File: src/design/clscan_pkg.sv
package clscan_pkg;

  localparam int unsigned COLUMN_BITS_DEFAULT = 16;

  // Widths of the fields on the result side, fixed whatever the column width.
  localparam int unsigned OUT_COL_BITS = 16;
  localparam int unsigned OUT_DATA_BITS = 48;

  localparam logic [7:0] CHAR_LF        = 8'h0A;
  localparam logic [7:0] CHAR_CR        = 8'h0D;
  localparam logic [7:0] CHAR_SLASH     = 8'h2F;
  localparam logic [7:0] CHAR_STAR      = 8'h2A;
  localparam logic [7:0] CHAR_BACKSLASH = 8'h5C;
  localparam logic [7:0] CHAR_SPACE     = 8'h20;
  localparam logic [7:0] CHAR_TAB       = 8'h09;
  localparam logic [7:0] CHAR_VT        = 8'h0B;
  localparam logic [7:0] CHAR_FF        = 8'h0C;
  localparam logic [7:0] CHAR_NEL       = 8'h85;
  localparam logic [7:0] CHAR_NBSP      = 8'hA0;
  localparam logic [7:0] CHAR_NUL       = 8'h00;

  localparam logic [1:0] KIND_NORMAL    = 2'd0;
  localparam logic [1:0] KIND_BLOCK     = 2'd1;
  localparam logic [1:0] KIND_CONTINUED = 2'd2;

  function automatic logic is_blank(input logic [7:0] b);
    return (b == CHAR_SPACE) || (b == CHAR_TAB) || (b == CHAR_VT) || (b == CHAR_FF) ||
           (b == CHAR_NEL) || (b == CHAR_NBSP) || (b == CHAR_NUL);
  endfunction

endpackage

File: src/design/comment_aware_line_scanner_unit.sv
// Line scanner for C source text. One byte enters per cycle on the slave side and
// every line end (LF, CR, CR LF counted once, or the tlast byte) yields one word on
// the master side in the next cycle, giving the line length, the first column and
// character outside comments and whitespace, and whether the line ends inside a
// block comment or in a backslash-continued line comment. The sustained rate is one
// byte per clock: the comment flags and column counters update with each accepted
// byte, and a new byte may enter in the same cycle as a waiting line word is taken;
// while a line word waits and the master side is not ready, the slave side holds
// tready low. All scanning state returns to its reset value after the byte flagged
// by tlast. Column counts saturate at 2^COLUMN_BITS - 1 and are reported in 16 bits.
module comment_aware_line_scanner_unit #(
  parameter int unsigned COLUMN_BITS = clscan_pkg::COLUMN_BITS_DEFAULT
) (
  input  logic                                 clk_i,
  input  logic                                 rst_ni,
  input  logic                                 s_axis_tvalid,
  output logic                                 s_axis_tready,
  // text_byte[7:0]
  input  logic [7:0]                           s_axis_tdata,
  // final_byte
  input  logic                                 s_axis_tlast,
  output logic                                 m_axis_tvalid,
  input  logic                                 m_axis_tready,
  // line_length[15:0], first_text_column[31:16], has_text[32],
  // first_text_char[40:33], zero padding[47:41]
  output logic [clscan_pkg::OUT_DATA_BITS-1:0] m_axis_tdata,
  // line_kind[1:0]
  output logic [1:0]                           m_axis_tuser
);
  import clscan_pkg::*;

  localparam logic [COLUMN_BITS-1:0] COLUMN_MAX = {COLUMN_BITS{1'b1}};

  logic                   in_block_q, in_block_d;
  logic                   in_line_q, in_line_d;
  logic                   held_slash_q, held_slash_d;
  logic                   held_star_q, held_star_d;
  logic                   after_cr_q, after_cr_d;
  logic                   last_bs_q, last_bs_d;
  logic [COLUMN_BITS-1:0] col_count_q, col_count_d;
  logic [COLUMN_BITS-1:0] first_col_q, first_col_d;
  logic [7:0]             first_char_q, first_char_d;

  logic                   out_valid_q;
  logic [1:0]             out_kind_q, out_kind_d;
  logic [OUT_COL_BITS-1:0] out_len_q, out_len_d;
  logic [OUT_COL_BITS-1:0] out_first_q, out_first_d;
  logic                   out_has_q, out_has_d;
  logic [7:0]             out_char_q, out_char_d;
  logic                   emit;

  logic accept;

  assign s_axis_tready = !out_valid_q || m_axis_tready;
  assign accept = s_axis_tvalid && s_axis_tready;

  function automatic logic [OUT_COL_BITS-1:0] to_out(input logic [COLUMN_BITS-1:0] v);
    logic [COLUMN_BITS+OUT_COL_BITS-1:0] ext;
    ext = {{OUT_COL_BITS{1'b0}}, v};
    return ext[OUT_COL_BITS-1:0];
  endfunction

  always_comb begin
    logic [7:0]             b;
    logic                   swallow;
    logic                   term;
    logic [COLUMN_BITS-1:0] col;
    logic [COLUMN_BITS-1:0] col_prev;
    logic                   consumed;
    logic [1:0]             kind;

    b       = s_axis_tdata;
    swallow = after_cr_q && (b == CHAR_LF);
    term    = (b == CHAR_LF) || (b == CHAR_CR);

    in_block_d   = in_block_q;
    in_line_d    = in_line_q;
    held_slash_d = held_slash_q;
    held_star_d  = held_star_q;
    last_bs_d    = last_bs_q;
    col_count_d  = col_count_q;
    first_col_d  = first_col_q;
    first_char_d = first_char_q;
    after_cr_d   = 1'b0;
    emit         = 1'b0;
    kind         = KIND_NORMAL;
    consumed     = 1'b0;
    col          = col_count_q;
    col_prev     = (col_count_q == '0) ? '0 : col_count_q - 1'b1;

    // Ordinary character: comment tracking and column bookkeeping.
    if (!swallow && !term) begin
      if (col_count_q != COLUMN_MAX) begin
        col_count_d = col_count_q + 1'b1;
      end
      last_bs_d = (b == CHAR_BACKSLASH);
      if (in_block_q) begin
        if (held_star_q && (b == CHAR_SLASH)) begin
          in_block_d  = 1'b0;
          held_star_d = 1'b0;
        end else begin
          held_star_d = (b == CHAR_STAR);
        end
      end else if (!in_line_q) begin
        if (held_slash_q) begin
          held_slash_d = 1'b0;
          if (b == CHAR_STAR) begin
            in_block_d  = 1'b1;
            held_star_d = 1'b0;
            consumed    = 1'b1;
          end else if (b == CHAR_SLASH) begin
            in_line_d = 1'b1;
            consumed  = 1'b1;
          end else if (first_char_d == CHAR_NUL) begin
            // The held slash turns out to be text one column back.
            first_char_d = CHAR_SLASH;
            first_col_d  = col_prev;
          end
        end
        if (!consumed) begin
          if (b == CHAR_SLASH) begin
            held_slash_d = 1'b1;
          end else if ((first_char_d == CHAR_NUL) && !is_blank(b)) begin
            first_char_d = b;
            first_col_d  = col;
          end
        end
      end
    end

    // Line end, either from a terminator or from the last byte of the text.
    if (!swallow && (term || s_axis_tlast)) begin
      emit = 1'b1;
      if (held_slash_d && (first_char_d == CHAR_NUL)) begin
        first_char_d = CHAR_SLASH;
        first_col_d  = (col_count_d == '0) ? '0 : col_count_d - 1'b1;
      end
      if (in_block_d) begin
        kind = KIND_BLOCK;
      end else if (in_line_d && last_bs_d) begin
        kind = KIND_CONTINUED;
      end else begin
        kind = KIND_NORMAL;
      end
      out_kind_d  = kind;
      out_len_d   = to_out(col_count_d);
      out_first_d = (first_char_d != CHAR_NUL) ? to_out(first_col_d) : to_out(col_count_d);
      out_has_d   = (first_char_d != CHAR_NUL);
      out_char_d  = first_char_d;

      in_line_d    = (kind == KIND_CONTINUED);
      col_count_d  = '0;
      first_col_d  = COLUMN_MAX;
      first_char_d = CHAR_NUL;
      last_bs_d    = 1'b0;
      held_slash_d = 1'b0;
      held_star_d  = 1'b0;
      after_cr_d   = (b == CHAR_CR);
    end else begin
      out_kind_d  = out_kind_q;
      out_len_d   = out_len_q;
      out_first_d = out_first_q;
      out_has_d   = out_has_q;
      out_char_d  = out_char_q;
    end

    if (s_axis_tlast) begin
      in_block_d   = 1'b0;
      in_line_d    = 1'b0;
      after_cr_d   = 1'b0;
      col_count_d  = '0;
      first_col_d  = COLUMN_MAX;
      first_char_d = CHAR_NUL;
      last_bs_d    = 1'b0;
      held_slash_d = 1'b0;
      held_star_d  = 1'b0;
    end
  end

  always_ff @(posedge clk_i or negedge rst_ni) begin
    if (!rst_ni) begin
      in_block_q   <= 1'b0;
      in_line_q    <= 1'b0;
      held_slash_q <= 1'b0;
      held_star_q  <= 1'b0;
      after_cr_q   <= 1'b0;
      last_bs_q    <= 1'b0;
      col_count_q  <= '0;
      first_col_q  <= COLUMN_MAX;
      first_char_q <= CHAR_NUL;
      out_valid_q  <= 1'b0;
    end else begin
      if (accept) begin
        in_block_q   <= in_block_d;
        in_line_q    <= in_line_d;
        held_slash_q <= held_slash_d;
        held_star_q  <= held_star_d;
        after_cr_q   <= after_cr_d;
        last_bs_q    <= last_bs_d;
        col_count_q  <= col_count_d;
        first_col_q  <= first_col_d;
        first_char_q <= first_char_d;
      end
      // The result register drains on a taken word and refills on an emitting byte.
      if (accept) begin
        out_valid_q <= emit;
      end else if (m_axis_tready) begin
        out_valid_q <= 1'b0;
      end
    end
  end

  always_ff @(posedge clk_i) begin
    if (accept && emit) begin
      out_kind_q  <= out_kind_d;
      out_len_q   <= out_len_d;
      out_first_q <= out_first_d;
      out_has_q   <= out_has_d;
      out_char_q  <= out_char_d;
    end
  end

  assign m_axis_tvalid = out_valid_q;
  assign m_axis_tuser  = out_kind_q;
  assign m_axis_tdata  = {{(OUT_DATA_BITS - 2*OUT_COL_BITS - 9){1'b0}},
                          out_char_q, out_has_q, out_first_q, out_len_q};

endmodule
File: config.mk
export PLATFORM = sky130hd
export DESIGN_NAME = comment_aware_line_scanner_unit
export DESIGN_NICKNAME = d
export VERILOG_FILES = /design/src/design/clscan_pkg.sv /design/src/design/comment_aware_line_scanner_unit.sv
export SDC_FILE = /design/constraint.sdc
export NUM_CORES = 1
export LEC_CHECK = 0
export BUFFER_PORTS_ARGS = -buffer_cell sky130_fd_sc_hd__buf_2
export CAP_MARGIN = 20
export CORE_MARGIN = 2
export CORE_UTILIZATION = 50
export DETAILED_ROUTE_END_ITERATION = 7
export PLACE_DENSITY_LB_ADDON = 0.25
export SLEW_MARGIN = 5
export SYNTH_ARGS = -nofsm -noshare
export SYNTH_HDL_FRONTEND = slang
export SYNTH_SLANG_ARGS = --single-unit
export TNS_END_PERCENT = 30
File: constraint.sdc
create_clock -name clk_i -period 3.2 [get_ports clk_i]
set_input_delay 0.16 -clock clk_i [delete_from_list [all_inputs] [get_ports clk_i]]
set_output_delay 0.16 -clock clk_i [all_outputs]
set_load 0.005 [all_outputs]
==> impl_metrics.xml, run 1 <==
<?xml version="1.0" encoding="UTF-8"?>
<metrics>
  <group name="final_layout">
    <metric name="diodes" unit="">0</metric>
    <metric name="final_cells" unit="">869</metric>
    <metric name="syn_to_final_growth" unit="%">22.0</metric>
    <metric name="fin_nets" unit="">737</metric>
    <metric name="post_route_cells_drive_above_1_share" unit="">0.299</metric>
  </group>
  <group name="drt">
    <metric name="first_pass_iters" unit="">5</metric>
    <metric name="finalWirelength" unit="mm">18.2</metric>
    <metric name="vias_per_cell" unit="">6.18</metric>
    <metric name="drt.antenna.violating_nets" unit="">0</metric>
    <metric name="via_count" unit="">5370</metric>
    <metric name="post_drt_wl_per_cell" unit="um">21.0</metric>
    <metric name="initialDrtViolationCount" unit="">462</metric>
    <metric name="drc_errors" unit="">0</metric>
  </group>
  <group name="synthesis">
    <metric name="ys_async_sr_fraction" unit="">0.522</metric>
    <metric name="synth.lib_cells_used.distinct" unit="">88</metric>
    <metric name="ys.warnings.count" unit="">0</metric>
    <metric name="yosys-top-cells-area" unit="">sky130_fd_sc_hd__edfxtp_1 (23%), sky130_fd_sc_hd__dfrtp_1 (14%), sky130_fd_sc_hd__dfstp_2 (7.3%)</metric>
    <metric name="ys_dominant_reg_cell" unit="">sky130_fd_sc_hd__edfxtp_1</metric>
    <metric name="post_synth_instance_area" unit="um2">5730</metric>
    <metric name="number_of_instances_in_the_synthesized_netlist" unit="">606</metric>
    <metric name="top_area_cell_type_share_of_the_netlist_area" unit="">0.225</metric>
    <metric name="avgSynthCellArea" unit="um2">9.45</metric>
    <metric name="share_of_the_yosys_chip_area_belonging_to_registers" unit="">0.434</metric>
    <metric name="flop_and_latch_count_out_of_synthesis" unit="">90</metric>
    <metric name="synth-edff-count" unit="">43</metric>
    <metric name="synth_common_cells" unit="">sky130_fd_sc_hd__nand2_1 (55), sky130_fd_sc_hd__nor2_1 (51), sky130_fd_sc_hd__edfxtp_1 (43)</metric>
    <metric name="most_common_cell_in_the_netlist" unit="">sky130_fd_sc_hd__nand2_1</metric>
    <metric name="synth_area_leader_cell" unit="">sky130_fd_sc_hd__edfxtp_1</metric>
  </group>
  <group name="sta">
    <metric name="clock_skew" unit="ns">0.00698</metric>
    <metric name="fin_crit" unit="ns">3.15</metric>
    <metric name="final_setup_slack_of_the_worst_path" unit="ns">0.0458</metric>
    <metric name="setup_repair_after_global_routing_missed_its_margin" unit="">yes</metric>
    <metric name="finalHoldViolations" unit="">0</metric>
    <metric name="final_max_slew_viol_count" unit="">0</metric>
    <metric name="clock.fmax" unit="MHz">317</metric>
    <metric name="setup_viol_count_final" unit="">0</metric>
    <metric name="max_slew.worst_pin.slew" unit="ns">1.00</metric>
    <metric name="min_period_over_period" unit="">0.986</metric>
    <metric name="relSlewSlack" unit="">0.326</metric>
  </group>
  <group name="power_and_ir_drop">
    <metric name="ir_drop" unit="mV">0.597</metric>
    <metric name="power-per-cell-area" unit="nW/um2">818</metric>
    <metric name="p_leak" unit="nW">2.97</metric>
  </group>
  <group name="worst_setup_path">
    <metric name="path_class" unit="">register to register</metric>
    <metric name="worstPathCellList" unit="">buf_4 -&gt; inv_2 -&gt; ha_4 -&gt; or4_2 -&gt; mux2_4 -&gt; or4_4 -&gt; or3_4 -&gt; xnor2_1 -&gt; a22o_1</metric>
    <metric name="startpoint" unit="">col_count_q[0]</metric>
    <metric name="cp_slowest_cell" unit="">sky130_fd_sc_hd__or4_2</metric>
    <metric name="crit_family" unit="">simple AND/OR/NAND/NOR gates</metric>
    <metric name="critical_path.startpoint_type" unit="">register</metric>
    <metric name="buf_inv_on_cp" unit="">2</metric>
    <metric name="required" unit="ns">3.31</metric>
    <metric name="crit-reg2reg-launch" unit="">col_count_q[0]</metric>
    <metric name="slowest_delay" unit="ns">0.65</metric>
    <metric name="worst_setup_path_end_kind" unit="">register</metric>
    <metric name="timing.critical_path.arrival" unit="ns">3.26</metric>
    <metric name="worstPathMaxFanout" unit="">5</metric>
  </group>
  <group name="place">
    <metric name="port_buffers" unit="">57</metric>
    <metric name="place_ws" unit="ns">-0.0647</metric>
    <metric name="gpl.final_weighted_congestion" unit="">0.990</metric>
    <metric name="hpwl" unit="mm">14.0</metric>
    <metric name="dpl.cell_count" unit="">851</metric>
  </group>
  <group name="cts">
    <metric name="cts.sinks" unit="">90</metric>
    <metric name="clk_latency" unit="ns">0.35</metric>
    <metric name="cts_max_path_buffers" unit="">2</metric>
    <metric name="tritoncts" unit="">built</metric>
    <metric name="root_buffer" unit="">sky130_fd_sc_hd__clkbuf_16</metric>
    <metric name="clk_transition_reported_paths" unit="ns">0.07</metric>
    <metric name="cts-buffers-inserted" unit="">9</metric>
    <metric name="htreeDepth" unit="">3</metric>
  </group>
  <group name="run">
    <metric name="maxCapViolations" unit="">0</metric>
  </group>
  <group name="die">
    <metric name="start_util" unit="">0.506</metric>
    <metric name="floorplan.die_area" unit="um2">12300</metric>
    <metric name="dieWidth" unit="um">111</metric>
    <metric name="die_h" unit="um">111</metric>
    <metric name="rows" unit="">39</metric>
    <metric name="coreArea" unit="um2">11300</metric>
    <metric name="top_level_i_o_count" unit="">65</metric>
  </group>
  <group name="grt">
    <metric name="track_usage" unit="">0.303</metric>
    <metric name="grt_remaining_overflow" unit="">0</metric>
    <metric name="grt_first_pass_wirelength" unit="mm">28.8</metric>
    <metric name="grt_max_degree" unit="">34</metric>
    <metric name="initial_antenna_violation_count" unit="">0</metric>
    <metric name="grt_pass1_vias" unit="">5301</metric>
  </group>
  <group name="min_path">
    <metric name="worst_hold_startpoint" unit="">m_axis_tready</metric>
    <metric name="worstHoldPathType" unit="">primary input to register</metric>
  </group>
  <group name="outcome">
    <metric name="outcome" unit="">finished clean</metric>
  </group>
</metrics>
==> worst register-to-register path, cell delays in order (launching register included) <==
cell and delay [ns]:
sky130_fd_sc_hd__dfrtp_2 0.45, sky130_fd_sc_hd__buf_4 0.15, sky130_fd_sc_hd__inv_2 0.07, sky130_fd_sc_hd__ha_4 0.20, sky130_fd_sc_hd__or4_2 0.65, sky130_fd_sc_hd__mux2_4 0.30
sky130_fd_sc_hd__or4_4 0.44, sky130_fd_sc_hd__or3_4 0.34, sky130_fd_sc_hd__xnor2_1 0.13, sky130_fd_sc_hd__a22o_1 0.18
==> final timing paths <==
path                                   endpoint  slack [ns]  depth (start not counted)
worst min-delay path              m_axis_tvalid        0.13                          3
worst min register to register       after_cr_q        0.48                          2
min in group asynchronous           held_star_q        0.44                          2
worst max register to register  out_first_q[13]        0.05                          9
worst max-delay path            out_first_q[13]        0.05                          9
max in group asynchronous        col_count_q[9]        1.98                          3
==> stage by stage <==
step	power [mW]	setup TNS (ns)	cell area (um2)	hold WS [ns]	utilization
after floorplan	3.52	0	5750	-0.136	-
after global placement	4.45	-0.0633	6590	0.279	0.582
after detailed placement	4.50	-0.232	6590	0.288	0.582
after CTS	5.63	0	6930	0.129	0.612
after global routing	6.04	-0.0192	6990	0.155	0.617
final	5.72	0	6990	0.129	0.617
==> state kept, by name, summed over array words and instances (netlist names), 2 cells and up <==
signal	flops
col_count_q	16
first_col_q	16
out_first_q	16
out_len_q	16
first_char_q	8
out_char_q	8
m_axis_tuser	2
==> report_power, final <==
| group | internal, mW | switching [mW] |
|---|---|---|
| Clock | 0.621 | 0.494 |
| Sequential | 1.69 | 0.133 |
| Combinational | 1.21 | 1.57 |
| Total | 3.52 | 2.20 |
==> logic make-up after synthesis <==
family	after synthesis	synth area share
AO/OA/AOI/OAI	171	0.209
flip-flops	90	0.434
XOR/XNOR	24	0.0367
multiplexers	10	0.0190
other	1	0.000655
AND/OR/NAND/NOR	236	0.228
adder cells (fa/ha/maj)	3	0.00655
buffers and inverters	71	0.0664
==> routing by layer <==
layer  routed length (um)  global-route usage
met5                    0                   0
met4                  868               0.173
met3                 1020              0.0372
met2                 8640               0.492
met1                 7720               0.393
==> area by class of cell <==
type,instances,area (um2)
inverters,24,90.1
repair buffers,145,961
fillers,979,4330
well taps,143,179
flip-flops and latches,90,2490
clock inverters,7,85.1
clock buffers,9,225
multi-input cells,451,2960
==> placed cells by master (no fill, tap or decap), types with 5 or more instances in the layout <==
master / count
sky130_fd_sc_hd__nand3_1: 16
sky130_fd_sc_hd__inv_1: 21
sky130_fd_sc_hd__o211ai_1: 9
sky130_fd_sc_hd__nor3_1: 16
sky130_fd_sc_hd__buf_2: 57
sky130_fd_sc_hd__a22o_1: 9
sky130_fd_sc_hd__and2_1: 7
sky130_fd_sc_hd__xnor2_1: 17
sky130_fd_sc_hd__and3_1: 7
sky130_fd_sc_hd__o21ai_0: 35
sky130_fd_sc_hd__or3_1: 5
sky130_fd_sc_hd__o21a_1: 6
sky130_fd_sc_hd__nand2_1: 55
sky130_fd_sc_hd__mux2i_1: 6
sky130_fd_sc_hd__xor2_1: 6
sky130_fd_sc_hd__a21oi_1: 30
sky130_fd_sc_hd__or4_1: 6
sky130_fd_sc_hd__nor4_1: 11
sky130_fd_sc_hd__nor2_1: 51
sky130_fd_sc_hd__a21o_1: 5
sky130_fd_sc_hd__a2bb2oi_1: 10
sky130_fd_sc_hd__o22a_1: 6
sky130_fd_sc_hd__buf_4: 86
sky130_fd_sc_hd__a31oi_1: 6
sky130_fd_sc_hd__dfstp_2: 16
sky130_fd_sc_hd__o22ai_1: 7
sky130_fd_sc_hd__conb_1: 7
sky130_fd_sc_hd__edfxtp_1: 43
sky130_fd_sc_hd__dfrtp_1: 29
sky130_fd_sc_hd__nand4_1: 20
sky130_fd_sc_hd__clkbuf_16: 9
sky130_fd_sc_hd__o31ai_1: 6
==> repair_timing <==
item,CTS,global route
endpoints found under the hold margin,14,0
setup buffers,1,0
pin swaps,1,0
gates resized for setup,2,10
setup endpoints to repair,8,12
hold buffers,1,0
Power figures use the tool's default switching activity.
==> run 2: changes to the inputs <==
Settings changed: CELL_PAD_IN_SITES_DETAIL_PLACEMENT set to 0, CELL_PAD_IN_SITES_GLOBAL_PLACEMENT set to 1, CORE_UTILIZATION 50 to 41, SETUP_SLACK_MARGIN set to 0.3.
==> run 2 against run 1 <==
- worst hold slack hardly changed
- clock-buffer cell count is 1 higher
- register-to-register slack better by 0.12 ns
- clock skew hardly changed
- clock power is 9% lower
- worst setup slack better by 0.12 ns
- flip-flop and latch count stayed put
- non-clock buffer count is 6 lower
- core utilization is 11 points lower
- first-iteration DRC count is 14% lower
- largest cell class unchanged
- largest power group unchanged
==> impl_metrics.xml, run 2 (synthesized netlist as in run 1, its figures left out) <==
<?xml version="1.0" encoding="UTF-8"?>
<metrics>
  <group name="outcome">
    <metric name="outcome" unit="">finished clean</metric>
  </group>
  <group name="place">
    <metric name="port_buffers" unit="">57</metric>
    <metric name="gpl.final_weighted_congestion" unit="">0.939</metric>
    <metric name="dpl_cell_area" unit="um2">6590</metric>
    <metric name="dpl.cell_count" unit="">878</metric>
    <metric name="hpwl" unit="mm">13.8</metric>
  </group>
  <group name="power_and_ir_drop">
    <metric name="p_int" unit="mW">3.49</metric>
    <metric name="ir_drop" unit="mV">0.468</metric>
    <metric name="power_switching_share" unit="">0.377</metric>
    <metric name="power-per-cell-area" unit="nW/um2">798</metric>
    <metric name="p_sw" unit="mW">2.11</metric>
    <metric name="clockPowerShare" unit="">0.181</metric>
    <metric name="share_of_power_burned_in_combinational_logic" unit="">0.494</metric>
    <metric name="p_seq_frac" unit="">0.325</metric>
    <metric name="p_leak" unit="nW">2.95</metric>
    <metric name="p_total" unit="mW">5.60</metric>
  </group>
  <group name="drt">
    <metric name="first_pass_iters" unit="">5</metric>
    <metric name="finalWirelength" unit="mm">17.9</metric>
    <metric name="via_count" unit="">5185</metric>
    <metric name="drc_errors" unit="">0</metric>
    <metric name="drt.antenna.violating_nets" unit="">0</metric>
    <metric name="vias_per_cell" unit="">5.76</metric>
    <metric name="post_drt_wl_per_cell" unit="um">19.9</metric>
    <metric name="initialDrtViolationCount" unit="">396</metric>
  </group>
  <group name="cts">
    <metric name="cts_max_path_buffers" unit="">2</metric>
    <metric name="clk_transition_reported_paths" unit="ns">0.07</metric>
    <metric name="tritoncts" unit="">built</metric>
    <metric name="htreeDepth" unit="">3</metric>
    <metric name="clk_latency" unit="ns">0.35</metric>
    <metric name="root_buffer" unit="">sky130_fd_sc_hd__clkbuf_16</metric>
    <metric name="cts-buffers-inserted" unit="">9</metric>
    <metric name="cts.sinks" unit="">90</metric>
  </group>
  <group name="run">
    <metric name="maxCapViolations" unit="">0</metric>
  </group>
  <group name="die">
    <metric name="rows" unit="">43</metric>
    <metric name="top_level_i_o_count" unit="">65</metric>
    <metric name="die_h" unit="um">122</metric>
    <metric name="start_util" unit="">0.416</metric>
    <metric name="coreArea" unit="um2">13800</metric>
    <metric name="dieWidth" unit="um">122</metric>
    <metric name="floorplan.die_area" unit="um2">14900</metric>
  </group>
  <group name="worst_setup_path">
    <metric name="path_class" unit="">register to register</metric>
    <metric name="worstPathMaxFanout" unit="">4</metric>
    <metric name="worst_setup_path_end_kind" unit="">register</metric>
    <metric name="required" unit="ns">3.30</metric>
    <metric name="timing.critical_path.arrival" unit="ns">3.14</metric>
    <metric name="critical_path.startpoint_type" unit="">register</metric>
  </group>
  <group name="sta">
    <metric name="max_slew.worst_pin.slew" unit="ns">0.735</metric>
    <metric name="setup_viol_count_final" unit="">0</metric>
    <metric name="relSlewSlack" unit="">0.507</metric>
    <metric name="clock_skew" unit="ns">0.00725</metric>
    <metric name="finalHoldViolations" unit="">0</metric>
    <metric name="setup_repair_after_global_routing_missed_its_margin" unit="">yes</metric>
    <metric name="holdWs" unit="ns">0.129</metric>
    <metric name="min_period_over_period" unit="">0.948</metric>
    <metric name="final_max_slew_viol_count" unit="">0</metric>
    <metric name="clock.fmax" unit="MHz">330</metric>
    <metric name="fin_crit" unit="ns">3.03</metric>
    <metric name="fin_setup_tns" unit="ns">0</metric>
  </group>
  <group name="grt">
    <metric name="grt_remaining_overflow" unit="">0</metric>
    <metric name="track_usage" unit="">0.249</metric>
    <metric name="grt_first_pass_wirelength" unit="mm">28.0</metric>
    <metric name="grt_pass1_vias" unit="">5085</metric>
    <metric name="initial_antenna_violation_count" unit="">0</metric>
    <metric name="grt_max_degree" unit="">30</metric>
  </group>
  <group name="final_layout">
    <metric name="fin_area" unit="um2">7020</metric>
    <metric name="final_cell_mix" unit="">sky130_fd_sc_hd__buf_4 (77), sky130_fd_sc_hd__buf_2 (57), sky130_fd_sc_hd__nand2_1 (55), sky130_fd_sc_hd__nor2_1 (51), sky130_fd_sc_hd__edfxtp_1 (43)</metric>
    <metric name="post_route_cells_drive_above_1_share" unit="">0.297</metric>
    <metric name="diodes" unit="">0</metric>
    <metric name="final_cells" unit="">900</metric>
    <metric name="syn_to_final_growth" unit="%">22.6</metric>
    <metric name="fin_nets" unit="">731</metric>
    <metric name="layout.cells.most_common" unit="">sky130_fd_sc_hd__buf_4</metric>
  </group>
  <group name="min_path">
    <metric name="worstHoldPathType" unit="">primary input to register</metric>
  </group>
</metrics>
==> run 2: changes by cell type in the layout (fill, tap and decap cells not counted), sizes merged <==
cell | previous run | this run
clkbuf | 9 | 10
bufinv | 1 | 0
clkinvlp | 2 | 0
inv | 25 | 26
buf | 144 | 138
clkinv | 3 | 4
==> run 2: path summary, 6_finish.rpt <==
kind	startpoint	endpoint	slack, ns	cells past startpoint
min in group asynchronous	rst_ni	col_count_q[7]	0.41	2
max in group asynchronous	rst_ni	first_col_q[14]	1.97	3
worst max register to register	col_count_q[0]	out_first_q[13]	0.17	9
worst min-delay path	m_axis_tready	m_axis_tvalid	0.13	3
worst max-delay path	col_count_q[0]	out_first_q[13]	0.17	9
worst min register to register	after_cr_q	after_cr_q	0.50	2
==> run 2: area by class of cell <==
type | instances | area (um2)
Sequential cell | 90 | 2490
Timing Repair Buffer | 139 | 945
Inverter | 24 | 92.6
Multi-Input combinational cell | 451 | 2990
Clock buffer | 10 | 229
Tap cell | 180 | 225
Fill cell | 1372 | 6750
Clock inverter | 6 | 48.8
==> run 2: per-stage QoR <==
step | util | setup slack (ns)
after floorplan | - | 0.179
after global placement | 0.478 | 0.0997
final | 0.510 | 0.165
after global routing | 0.510 | 0.0128
after CTS | 0.506 | 0.174
after detailed placement | 0.478 | 0.0889
==> run 2: worst max-delay path: stages (launching register included) <==
cell	delay, ns
sky130_fd_sc_hd__dfrtp_1	0.42
sky130_fd_sc_hd__buf_6	0.14
sky130_fd_sc_hd__inv_4	0.05
sky130_fd_sc_hd__ha_4	0.19
sky130_fd_sc_hd__or4_4	0.51
sky130_fd_sc_hd__mux2_4	0.28
sky130_fd_sc_hd__or4_4	0.56
sky130_fd_sc_hd__or3_1	0.34
sky130_fd_sc_hd__xnor2_1	0.13
sky130_fd_sc_hd__a22o_1	0.17
==> run 2: power groups by stage <==
stage | Clock [mW] | Combinational [mW] | Sequential [mW]
3_5_place_dp | 0 | 2.64 | 1.83
6_report | 1.01 | 2.77 | 1.82
2_1_floorplan | 0 | 1.70 | 1.82
5_1_grt | 1.08 | 2.99 | 1.85
4_1_cts | 1.04 | 2.73 | 1.82
3_3_place_gp | 0 | 2.59 | 1.82
==> run 2: what timing repair did <==
item,in CTS,in global routing
setup endpoints to repair,14,18
endpoints found under the hold margin,20,0
pin swaps,4,2
hold buffers,1,0
gates resized for setup,13,6
setup buffers,4,1
==> run 2: routing by layer <==
metal  track usage  share of wire  up-vias
met5             0              0        -
met4         0.108          0.038        0
met3        0.0362          0.044       35
met2         0.418           0.49      136
met1         0.319           0.43     2540
li1              -              -     2474
